[config.mk]
export PLATFORM = sky130hd
export DESIGN_NAME = nonzero_page_region_segmenter
export DESIGN_NICKNAME = d
export VERILOG_FILES = /design/src/design/nprs_pkg.sv /design/src/design/nprs_cfg.sv /design/src/design/nprs_in_stage.sv /design/src/design/nprs_core.sv /design/src/design/nonzero_page_region_segmenter.sv
export SDC_FILE = /design/constraint.sdc
export NUM_CORES = 1
export LEC_CHECK = 0
export BUFFER_PORTS_ARGS = -buffer_cell sky130_fd_sc_hd__clkbuf_2
export CAP_MARGIN = 40
export CORE_ASPECT_RATIO = 1.1
export CORE_MARGIN = 8
export CORE_UTILIZATION = 55
export CTS_BUF_LIST = sky130_fd_sc_hd__clkbuf_8 sky130_fd_sc_hd__clkbuf_16
export DETAILED_ROUTE_END_ITERATION = 8
export PLACE_DENSITY = 0.77
export RECOVER_POWER = 50
export SLEW_MARGIN = 40
export SYNTH_ARGS = -nofsm -noshare
export SYNTH_HDL_FRONTEND = slang
export SYNTH_SLANG_ARGS = --single-unit
[constraint.sdc]
create_clock -name clk -period 8.1 [get_ports clk]
set_input_delay 0.81 -clock clk [delete_from_list [all_inputs] [get_ports clk]]
set_output_delay 0.81 -clock clk [all_outputs]
set_load 0.02 [all_outputs]
[src/design/nprs_pkg.sv]
// ----------------------------------------------------------------------------
// nprs_pkg
// Shared types and constants of the nonzero page region segmenter.
// ----------------------------------------------------------------------------
package nprs_pkg;

  localparam int PageIndexBitsDefault = 32;

  localparam int CfgDataBits  = 32;
  localparam int CfgIndexBits = 2;
  localparam int ZeroRunBits  = 16;
  localparam int RangeCntBits = 13;
  localparam int RangeBits    = 32;

  // register indexes on the configuration port
  typedef enum logic [CfgIndexBits-1:0] {
    REG_HOLE_FIRST = 2'd0,
    REG_HOLE_LAST  = 2'd1,
    REG_ZERO_LIMIT = 2'd2,
    REG_MAX_RANGES = 2'd3
  } cfg_reg_t;

  localparam logic [31:0]             HoleFirstReset = 32'h0000_00a0;
  localparam logic [31:0]             HoleLastReset  = 32'h0000_00bf;
  localparam logic [ZeroRunBits-1:0]  ZeroLimitReset = 16'd128;
  localparam logic [RangeCntBits-1:0] MaxRangesReset = 13'd64;

  typedef struct packed {
    logic [31:0]             hole_first_page;
    logic [31:0]             hole_last_page;
    logic [ZeroRunBits-1:0]  zero_run_limit;
    logic [RangeCntBits-1:0] max_ranges;
  } cfg_t;

  typedef struct packed {
    logic page_zero;
    logic last_page;
  } page_beat_t;

endpackage

[src/design/nprs_cfg.sv]
// ----------------------------------------------------------------------------
// nprs_cfg
// Configuration register file: hole bounds, zero run limit, table capacity.
// ----------------------------------------------------------------------------
module nprs_cfg (
  input  logic                                clk,
  input  logic                                rst_n,
  input  logic                                cfg_we,
  input  logic [nprs_pkg::CfgIndexBits-1:0]   cfg_index,
  input  logic [nprs_pkg::CfgDataBits-1:0]    cfg_wdata,
  output nprs_pkg::cfg_t                      cfg
);
  import nprs_pkg::*;

  cfg_t cfg_r;

  always_ff @(posedge clk) begin
    if (!rst_n) begin
      cfg_r.hole_first_page <= HoleFirstReset;
      cfg_r.hole_last_page  <= HoleLastReset;
      cfg_r.zero_run_limit  <= ZeroLimitReset;
      cfg_r.max_ranges      <= MaxRangesReset;
    end else if (cfg_we) begin
      case (cfg_reg_t'(cfg_index))
        REG_HOLE_FIRST: cfg_r.hole_first_page <= cfg_wdata;
        REG_HOLE_LAST:  cfg_r.hole_last_page  <= cfg_wdata;
        REG_ZERO_LIMIT: cfg_r.zero_run_limit  <= cfg_wdata[ZeroRunBits-1:0];
        REG_MAX_RANGES: cfg_r.max_ranges      <= cfg_wdata[RangeCntBits-1:0];
        default: ;
      endcase
    end
  end

  assign cfg = cfg_r;

endmodule

[src/design/nprs_in_stage.sv]
// ----------------------------------------------------------------------------
// nprs_in_stage
// Input register: captures one page beat and holds it until the core takes it.
// ----------------------------------------------------------------------------
module nprs_in_stage (
  input  logic                 clk,
  input  logic                 rst_n,
  input  logic                 in_tvalid,
  output logic                 in_tready,
  input  logic                 page_zero,
  input  logic                 last_page,
  input  logic                 advance,
  output logic                 s1_valid,
  output nprs_pkg::page_beat_t s1_beat
);
  import nprs_pkg::*;

  logic       valid_r;
  page_beat_t beat_r;

  // take a new beat when the register is empty or the held one leaves this cycle
  assign in_tready = !valid_r || advance;

  always_ff @(posedge clk) begin
    if (!rst_n) begin
      valid_r <= 1'b0;
    end else if (in_tready) begin
      valid_r <= in_tvalid;
    end
  end

  always_ff @(posedge clk) begin
    if (in_tready && in_tvalid) begin
      beat_r.page_zero <= page_zero;
      beat_r.last_page <= last_page;
    end
  end

  assign s1_valid = valid_r;
  assign s1_beat  = beat_r;

endmodule

[src/design/nprs_core.sv]
// ----------------------------------------------------------------------------
// nprs_core
// Region tracking state, per-page update and the result register.
// ----------------------------------------------------------------------------
module nprs_core #(
  parameter int PAGE_INDEX_BITS = nprs_pkg::PageIndexBitsDefault
) (
  input  logic                                clk,
  input  logic                                rst_n,
  input  nprs_pkg::cfg_t                      cfg,
  input  logic                                s1_valid,
  input  nprs_pkg::page_beat_t                s1_beat,
  output logic                                advance,
  output logic                                out_tvalid,
  input  logic                                out_tready,
  output logic [nprs_pkg::RangeBits-1:0]      range_start,
  output logic [nprs_pkg::RangeBits-1:0]      range_pages,
  output logic                                table_full,
  output logic                                scan_done
);
  import nprs_pkg::*;

  localparam int CmpW = (PAGE_INDEX_BITS > 32) ? PAGE_INDEX_BITS : 32;

  logic [PAGE_INDEX_BITS-1:0] page_cnt_r, page_cnt_nxt;
  logic [PAGE_INDEX_BITS-1:0] first_r, first_nxt;
  logic [PAGE_INDEX_BITS-1:0] last_nz_r, last_nz_nxt;
  logic [ZeroRunBits-1:0]     zero_run_r, zero_run_nxt;
  logic [RangeCntBits-1:0]    used_r, used_nxt;
  logic                       open_r, open_nxt;
  logic                       ovf_r, ovf_nxt;

  logic                       out_valid_r;
  logic [RangeBits-1:0]       start_r, pages_r;
  logic                       full_r, done_r;

  logic [CmpW-1:0]            pg_ext, first_ext, diff_ext;
  logic                       in_hole, is_zero, emit, full;
  logic [ZeroRunBits-1:0]     zero_run_inc;

  // hold the stage while a result waits and the receiver stalls
  assign advance = !out_valid_r || out_tready;

  always_comb begin
    pg_ext       = CmpW'(page_cnt_r);
    in_hole      = (pg_ext >= CmpW'(cfg.hole_first_page)) &&
                   (pg_ext <= CmpW'(cfg.hole_last_page));
    is_zero      = in_hole || s1_beat.page_zero;
    zero_run_inc = (zero_run_r != {ZeroRunBits{1'b1}}) ? zero_run_r + 1'b1 : zero_run_r;

    page_cnt_nxt = page_cnt_r + 1'b1;
    first_nxt    = first_r;
    last_nz_nxt  = last_nz_r;
    zero_run_nxt = zero_run_r;
    open_nxt     = open_r;
    emit         = 1'b0;

    if (open_r) begin
      if (is_zero) begin
        zero_run_nxt = zero_run_inc;
      end else begin
        last_nz_nxt  = page_cnt_r;
        zero_run_nxt = '0;
      end
      if ((zero_run_nxt >= cfg.zero_run_limit) || in_hole || s1_beat.last_page) begin
        open_nxt     = 1'b0;
        zero_run_nxt = '0;
        emit         = 1'b1;
      end
    end else if (!is_zero) begin
      zero_run_nxt = '0;
      first_nxt    = page_cnt_r;
      last_nz_nxt  = page_cnt_r;
      open_nxt     = !s1_beat.last_page;
      emit         = s1_beat.last_page;
    end

    full      = used_r >= cfg.max_ranges;
    used_nxt  = (emit && !full) ? used_r + 1'b1 : used_r;
    ovf_nxt   = emit && full;
    first_ext = CmpW'(first_nxt);
    diff_ext  = CmpW'(last_nz_nxt) - first_ext + CmpW'(1);
  end

  always_ff @(posedge clk) begin
    if (!rst_n) begin
      page_cnt_r <= '0;
      first_r    <= '0;
      last_nz_r  <= '0;
      zero_run_r <= '0;
      used_r     <= '0;
      open_r     <= 1'b1;
      ovf_r      <= 1'b0;
    end else if (s1_valid && advance && !ovf_r) begin
      page_cnt_r <= page_cnt_nxt;
      first_r    <= first_nxt;
      last_nz_r  <= last_nz_nxt;
      zero_run_r <= zero_run_nxt;
      used_r     <= used_nxt;
      open_r     <= open_nxt;
      ovf_r      <= ovf_nxt;
    end
  end

  always_ff @(posedge clk) begin
    if (!rst_n) begin
      out_valid_r <= 1'b0;
    end else if (advance) begin
      out_valid_r <= s1_valid && !ovf_r && emit;
    end
  end

  always_ff @(posedge clk) begin
    if (advance && s1_valid && !ovf_r && emit) begin
      start_r <= first_ext[RangeBits-1:0];
      pages_r <= diff_ext[RangeBits-1:0];
      full_r  <= full;
      done_r  <= s1_beat.last_page;
    end
  end

  assign out_tvalid  = out_valid_r;
  assign range_start = start_r;
  assign range_pages = pages_r;
  assign table_full  = full_r;
  assign scan_done   = done_r;

endmodule

[src/design/nonzero_page_region_segmenter.sv]
// ----------------------------------------------------------------------------
// nonzero_page_region_segmenter
// Splits a stream of page zero flags into regions of nonzero pages.
// ----------------------------------------------------------------------------
// Usage:
//   in_*  : one beat per page, in page order; in_tdata[0] is the all-zero
//           flag, in_tlast marks the final page. The page index is counted
//           inside, from 0.
//   out_* : one beat per closed region: start page and length in tdata,
//           out_tuser set when the range table was full, out_tlast set when
//           the region closes on the final page.
//   cfg_* : register writes; the user must make them only while the block
//           is idle, since the block itself does not enforce it.
// A beat passes the input register and the result register. One page is
// taken every cycle while the receiver does not stall. Reset clears the page
// counter and opens the first region at page 0; the registers return to their
// defaults. When the receiver stalls, the result register holds and one
// further beat is parked in the input register before in_tready drops. After
// a table overflow, beats are taken and dropped until reset.
// ----------------------------------------------------------------------------
module nonzero_page_region_segmenter #(
  parameter int PAGE_INDEX_BITS = nprs_pkg::PageIndexBitsDefault
) (
  input  logic                              clk,
  input  logic                              rst_n,
  input  logic                              in_tvalid,
  output logic                              in_tready,
  input  logic [7:0]                        in_tdata,   // [0] page_zero, [7:1] zero
  input  logic                              in_tlast,   // last_page
  output logic                              out_tvalid,
  input  logic                              out_tready,
  output logic [63:0]                       out_tdata,  // [31:0] range_start, [63:32] range_pages
  output logic                              out_tuser,  // table_full
  output logic                              out_tlast,  // scan_done
  input  logic                              cfg_we,
  input  logic [nprs_pkg::CfgIndexBits-1:0] cfg_index,
  input  logic [nprs_pkg::CfgDataBits-1:0]  cfg_wdata
);
  import nprs_pkg::*;

  cfg_t                 cfg;
  logic                 s1_valid;
  page_beat_t           s1_beat;
  logic                 advance;
  logic [RangeBits-1:0] range_start, range_pages;

  nprs_cfg u_cfg (
    .clk       (clk),
    .rst_n     (rst_n),
    .cfg_we    (cfg_we),
    .cfg_index (cfg_index),
    .cfg_wdata (cfg_wdata),
    .cfg       (cfg)
  );

  nprs_in_stage u_in (
    .clk       (clk),
    .rst_n     (rst_n),
    .in_tvalid (in_tvalid),
    .in_tready (in_tready),
    .page_zero (in_tdata[0]),
    .last_page (in_tlast),
    .advance   (advance),
    .s1_valid  (s1_valid),
    .s1_beat   (s1_beat)
  );

  nprs_core #(
    .PAGE_INDEX_BITS (PAGE_INDEX_BITS)
  ) u_core (
    .clk         (clk),
    .rst_n       (rst_n),
    .cfg         (cfg),
    .s1_valid    (s1_valid),
    .s1_beat     (s1_beat),
    .advance     (advance),
    .out_tvalid  (out_tvalid),
    .out_tready  (out_tready),
    .range_start (range_start),
    .range_pages (range_pages),
    .table_full  (out_tuser),
    .scan_done   (out_tlast)
  );

  assign out_tdata = {range_pages, range_start};

endmodule
## Word-level counts from Yosys, hierarchy flattened

Cells that the tools add are included.

| word-level totals | value |
|---|---|
| register bits after elaboration | 290 |
| input bits | 48 |
| output and inout port bits | 68 |
| logic and storage cells | 74 |

| cells by class | value |
|---|---|
| add/subtract/negate cells | 5 |
| order comparisons | 4 |
| equality and inequality tests | 5 |
| mux-type cells | 15 |
| reductions and logical operators | 26 |

Operator list:

| kind | count |
|---|---|
| 2-to-1 mux 16 bit | 6 |
| 2-to-1 mux 32 bit | 3 |
| adder 32 x 1 -> 32 bit (second input constant) | 2 |
| greater-or-equal comparator 32 bit | 1 |
| less-or-equal comparator 32 bit | 1 |
| subtractor 32 bit | 1 |
| adder 16 x 1 -> 16 bit (second input constant) | 1 |
| greater-or-equal comparator 16 bit | 1 |
| inequality test 16 bit (second input constant) | 1 |
| adder 13 x 1 -> 13 bit (second input constant) | 1 |
| greater-or-equal comparator 13 bit | 1 |
| AND reduction 2 bit | 6 |
| logical AND 1 bit | 9 |
| 2-to-1 mux 1 bit | 6 |
| zero test 1 bit | 5 |
| logical OR 1 bit | 5 |
| equality test 2 bit (second input constant) | 2 |
| equality test 2 x 1 -> 1 bit (second input constant) | 1 |
| zero test 2 bit | 1 |
| inequality test 2 x 1 -> 1 bit (second input constant) | 1 |

## Longest topological paths before layout

| depth | value |
|---|---|
| word-level depth | 12 |
| mapped depth | 26 |
| depth with buffers taken out | 24 |

## Cells and area by module

A second synthesis with hierarchy kept.

| unflattened totals | value |
|---|---|
| cells, all modules | 1716 |
| area, all modules | 15920.3 µm² |

Modules (own cells, without submodules):

| module | times used | cells an instance | area each (µm²) | sequential area each (µm²) |
|---|---|---|---|---|
| nprs_core | 1 | 1357 | 12179.2 | 4544.4 |
| nprs_cfg | 1 | 352 | 3623.5 | 1861.8 |
| nprs_in_stage | 1 | 7 | 117.6 | 80.1 |

## Least setup slack after synthesis

OpenSTA, ideal clock, no wires.

| timing path | value |
|---|---|
| kind | register -> register |
| start | register u_core.page_cnt_r[7] |
| end | register u_core.pages_r[0] (netlist: u_core.range_pages[0]) (enable) |
| library setup time | 576 ps |
| arrival time | 8031 ps |
| required time | 7524 ps |
| slack | -507 ps |
| stages on the path, launching flop included | 18 |
| buffers on the path | 2 |
| clock period less this slack | 8607 ps |
| cells stage by stage | dfxtp_1 > ha_1 > nand4_1 > or4_1 > o22ai_1 > a21o_1 > clkbuf_1 > clkbuf_1 > nand2_1 > ha_1 > nand2b_1 > a21o_1 > a21o_1 > a21o_1 > a21o_1 > a2111oi_0 > o21a_1 > nor3_1 |

| on the way | value |
|---|---|
| word-level cells in the longest chain between the ends | 11 |
| elaborated cells on any way between the ends | 13 |
| classes of those cells | order compare: 3; mux: 5; reduce/logical: 5 |

RTL lines:

| what | line | source |
|---|---|---|
| from (decl) | nprs_core.sv:25 | `logic [PAGE_INDEX_BITS-1:0] page_cnt_r, page_cnt_nxt;` |
| from (signal assigned) | nprs_core.sv:95 | `page_cnt_r <= page_cnt_nxt;` |
| greater-or-equal comparator 32 bit / less-or-equal comparator 32 bit (equally long branches) | nprs_core.sv:46, nprs_core.sv:47 |  |
| logical AND 1 bit * | nprs_core.sv:46 | `in_hole = (pg_ext >= CmpW'(cfg.hole_first_page)) &&` |
| logical OR 1 bit | nprs_core.sv:48 | `is_zero = in_hole \|\| s1_beat.page_zero;` |
| 2-to-1 mux 16 bit | nprs_core.sv:59 | `if (is_zero) begin` |
| 2-to-1 mux 16 bit | nprs_core.sv:58 | `if (open_r) begin` |
| greater-or-equal comparator 16 bit | nprs_core.sv:65 | `if ((zero_run_nxt >= cfg.zero_run_limit) \|\| in_hole \|\| s1_beat.last_page) begin` |
| logical OR 1 bit (2 in a row) | nprs_core.sv:65 |  |
| 2-to-1 mux 1 bit | nprs_core.sv:65 |  |
| 2-to-1 mux 1 bit * | nprs_core.sv:58 |  |
| logical AND 1 bit * | nprs_core.sv:114 | `if (advance && s1_valid && !ovf_r && emit) begin` |
| to (signal assigned) | nprs_core.sv:116 | `pages_r <= diff_ext[RangeBits-1:0];` |
| to (decl) | nprs_core.sv:34 | `logic [RangeBits-1:0] start_r, pages_r;` |

Every way passes the cells marked *; elsewhere a longest branch is shown, timed or not. The select of a mux whose other input is x is not followed.
A chain may end at the register's enable or synchronous reset.

## Worst setup path in the final report

| timing path | value |
|---|---|
| start | register u_core.page_cnt_r[30] |
| end | register u_core.pages_r[29] (netlist: u_core.range_pages[29]), data pin |

| on the way | value |
|---|---|
| word-level cells in the longest chain between the ends | 7 |
| elaborated cells on any way between the ends | 9 |
| classes of those cells | add/sub: 2; order compare: 2; mux: 3; reduce/logical: 2 |

RTL lines:

| what | line | source |
|---|---|---|
| greater-or-equal comparator 32 bit / less-or-equal comparator 32 bit (equally long branches) | nprs_core.sv:46, nprs_core.sv:47 |  |
| logical AND 1 bit * | nprs_core.sv:46 |  |
| logical OR 1 bit * | nprs_core.sv:48 |  |
| 2-to-1 mux 32 bit * | nprs_core.sv:70 | `end else if (!is_zero) begin` |
| 2-to-1 mux 32 bit * | nprs_core.sv:58 |  |
| via u_core.first_ext[1] | nprs_core.sv:37 | `logic [CmpW-1:0] pg_ext, first_ext, diff_ext;` |
| subtractor 32 bit * | nprs_core.sv:82 | `diff_ext = CmpW'(last_nz_nxt) - first_ext + CmpW'(1);` |
| adder 32 x 1 -> 32 bit * | nprs_core.sv:82 |  |
| via u_core.diff_ext[29] | nprs_core.sv:37 |  |

Mark *: on every way through the listed nets, which the timed path passes. The rest lies on a longest branch.

==> results.ini <==
[layout]
final_nets=2011
drive_gt1_share_pct=7.272
antennaDiodeCount=0
instances_no_fill=2192
area_growth_pct=11.24

[detailed_routing]
wire_per_inst_um=15.75
drc=0
drtIter0Drc=740
vias_per_cell=5.541
wirelength_um=34530
vias=12146
dr.pass1.iters=6
ant_nets=0

[placement]
gp_congestion=0.9089
dp_cells=2135
dp_hpwl_um=24260
port_buffers=108

[yosys]
synth_area_leaders=dfxtp_1 29%, edfxtp_1 13%, ha_1 13%
synthSimpleGateAreaFrac_pct=15.57
synth_top_family_by_area=simple AND/OR/NAND/NOR gates
synth_nets=1933
synthAdderAreaFrac_pct=12.79
ys_ff_latch=290
netlist_area_um2=15510
yosys.area.top_type=dfxtp_1
synth-xor-area-share_pct=3.839
synth_common_cells=252 x nand2_1, 222 x dfxtp_1, 173 x a21oi_1, 157 x ha_1, 145 x nor2_1
synth.distinct_cells=57
synthCells=1727
async_flop_share_pct=0
synth_top_area_share_pct=28.65
synth_ff_type=dfxtp_1
synth_compound_area_share_pct=12.73
synthMuxAreaShare_pct=8.041
synth.most_common_cell=nand2_1
ys_warn_count=0
yosysSeqAreaShare_pct=41.81
synth-edff-count=68
synth.avg_cell_area_um2=8.983

[worst_setup_path]
path_depth=23
setup.worst_path.end=u_core.range_pages[29]$_DFFE_PP_
max_stage_delay_ns=0.70
r2r_setup_slack_ns=0.98
crit_family=compound AO/OA/AOI/OAI gates
path_max_fanout=13
r2r-end=u_core.range_pages[29]$_DFFE_PP_
reg2reg_from=u_core.page_cnt_r[30]$_SDFFE_PN0P_
crit_chain=ha_1 > nand4_1 > nor4_1 > a21oi_1 > o21ai_0 > o22ai_1 > nand2_1 > nand3_1 > mux2_2 > ha_1 > inv_1 > ha_1 > fa_1 > a211oi_1 > nor2_1 > a311oi_1 > a211o_1 > a31oi_1 > a31oi_1 > a21oi_1 > o21a_1 > nor2_1 > xnor2_1
start_kind=flop
crit_top_cell=ha_1
r2r_cells=23
critical_path_required_ns=8.39
arrival_ns=7.41
cp-startpoint=u_core.page_cnt_r[30]$_SDFFE_PN0P_
critPathBufInv=1
worstSetupEndpointType=flop
crit_slowest_cell=nand3_1
path_class=reg -> reg

[clocking]
cts_tree=done
cts.path.max_buffers=3
clkTransAtPathRegs_ns=0.06
cts_buffers=30
root_buffer=clkbuf_16
cts.htree.levels=1
cts_setup_buffers=0
ctsHoldBuffers=0
clock-sinks=290
cts_resized=0
clkLatencyLatePin_ns=0.56

[outcome]
outcome=complete, but fails checks
failed_checks=capacitance limit, slew limit

[flow_run]
cap_violations=6

[timing]
relSlewSlack_pct=-192.5
maxSlewViolCount=324
finalCriticalPeriod_ns=7.123
hold_viol_final=0
finalSetupTns_ns=0
max_freq_ghz=0.1404
rsz0062_at_grt=false
timing.final.crit_share_pct=87.94
tightest_slew_ns=4.387
fin_worst_skew_ns=0.02286
setup_viol=0

[floorplan]
core_area_um2=27790
die_h_um=192.1
io_pins=116
start_util_pct=55.83
fp.dieArea_um2=33840
rows=64
die_w_um=176.1

[global_route]
antenna_found_initial=0
grt_use_total_pct=19.88
grt_overflow_total=0
grt_max_degree=144
grt_pass1_wl_um=56460
grt_pass1_vias=11770

[power_and_ir_drop]
leakage_nw=7.487
ir_drop_mv=0.1571
power_density_nw_per_um2=182.3

[hold_path]
hold_path_class=in -> reg

## registers in the layout, summed over array words and instances, names as in the netlist
name	cells
u_core.table_full	1
u_core.scan_done	1
u_core.used_r	13
u_core.zero_run_r	16
u_core.range_pages	32
u_core.ovf_r	1
u_core.open_r	1
u_core.last_nz_r	32
u_cfg.cfg	93
u_core.first_r	32
u_core.out_tvalid	1
u_in.s1_beat	2
u_core.page_cnt_r	32
u_core.range_start	32
u_in.s1_valid	1
## placed cells by master (no fill, tap or decap), types with 33 or more instances in the layout
cell type,count
ha_1,157
edfxtp_1,68
dfxtp_1,222
o21ai_0,45
clkbuf_1,75
xnor2_1,35
nor2_1,145
a21oi_1,173
clkbuf_2,38
inv_1,143
mux2i_1,92
xor2_1,33
nand3_1,39
nand2_1,252
## area by class of cell
type / instances / area, um^2
fill: 2353 / 10530
multi-input combinational: 1225 / 8238
sequential: 290 / 6486
clock buffer: 36 / 844.6
timing repair buffer: 120 / 524.3
inverter: 138 / 519.2
tap: 363 / 454.2
clock inverter: 20 / 191.4
## cells by family (layout without fill, tap and decap cells)
logic type	Yosys count	after routing
AND/OR/NAND/NOR	546	546
AO/OA/AOI/OAI	332	332
flip-flops	290	290
buffers and inverters	212	314
adder cells (fa/ha/maj)	158	158
multiplexers	121	121
XOR/XNOR	68	68
## per-layer routing
metal  track usage, %  part of all wire (%)
met4            5.873                   2.6
met2            34.16                    47
met5                0                     0
met1            25.41                    45
met3            3.067                   5.8
## stage by stage
step	hold WS, ns	power [W]	area (um^2)	utilization, %	setup slack [ns]
3_3_place_gp	0.4425	0.001756	16320	58.72	1.559
5_1_grt	0.4277	0.003254	17260	62.11	0.6807
4_1_cts	0.4343	0.003172	17380	62.53	1.405
2_1_floorplan	0.4363	0.001694	15520	-	1.552
6_report	0.4520	0.003146	17260	62.11	0.9769
3_5_place_dp	0.4471	0.001762	16340	58.80	1.446
## worst min path at each step
stage	cells past startpoint	slack (ns)	startpoint	end
after global routing	1	0.43	in_tdata[0]	u_in.s1_beat[1]$_DFFE_PP_
after global placement	2	0.44	u_core.last_nz_r[0]$_SDFFE_PN0P_	u_core.last_nz_r[0]$_SDFFE_PN0P_
after floorplan	2	0.44	u_cfg.cfg[10]$_SDFFE_PN0P_	u_cfg.cfg[10]$_SDFFE_PN0P_
after detailed placement	2	0.45	u_cfg.cfg[88]$_SDFFE_PN0P_	u_cfg.cfg[88]$_SDFFE_PN0P_
after CTS	1	0.43	in_tlast	u_in.s1_beat[0]$_DFFE_PP_
final	1	0.45	in_tdata[0]	u_in.s1_beat[1]$_DFFE_PP_
## power by group
group          internal, W  leakage (nW)  total (W)  switching [W]
registers          0.00151          2.45    0.00152      0.0000135
logic            0.0000651          4.51   0.000207       0.000142
clock network     0.000861         0.529    0.00142       0.000555
total              0.00244          7.49    0.00315       0.000710
Note: power is estimated with default switching activity, not from simulation.
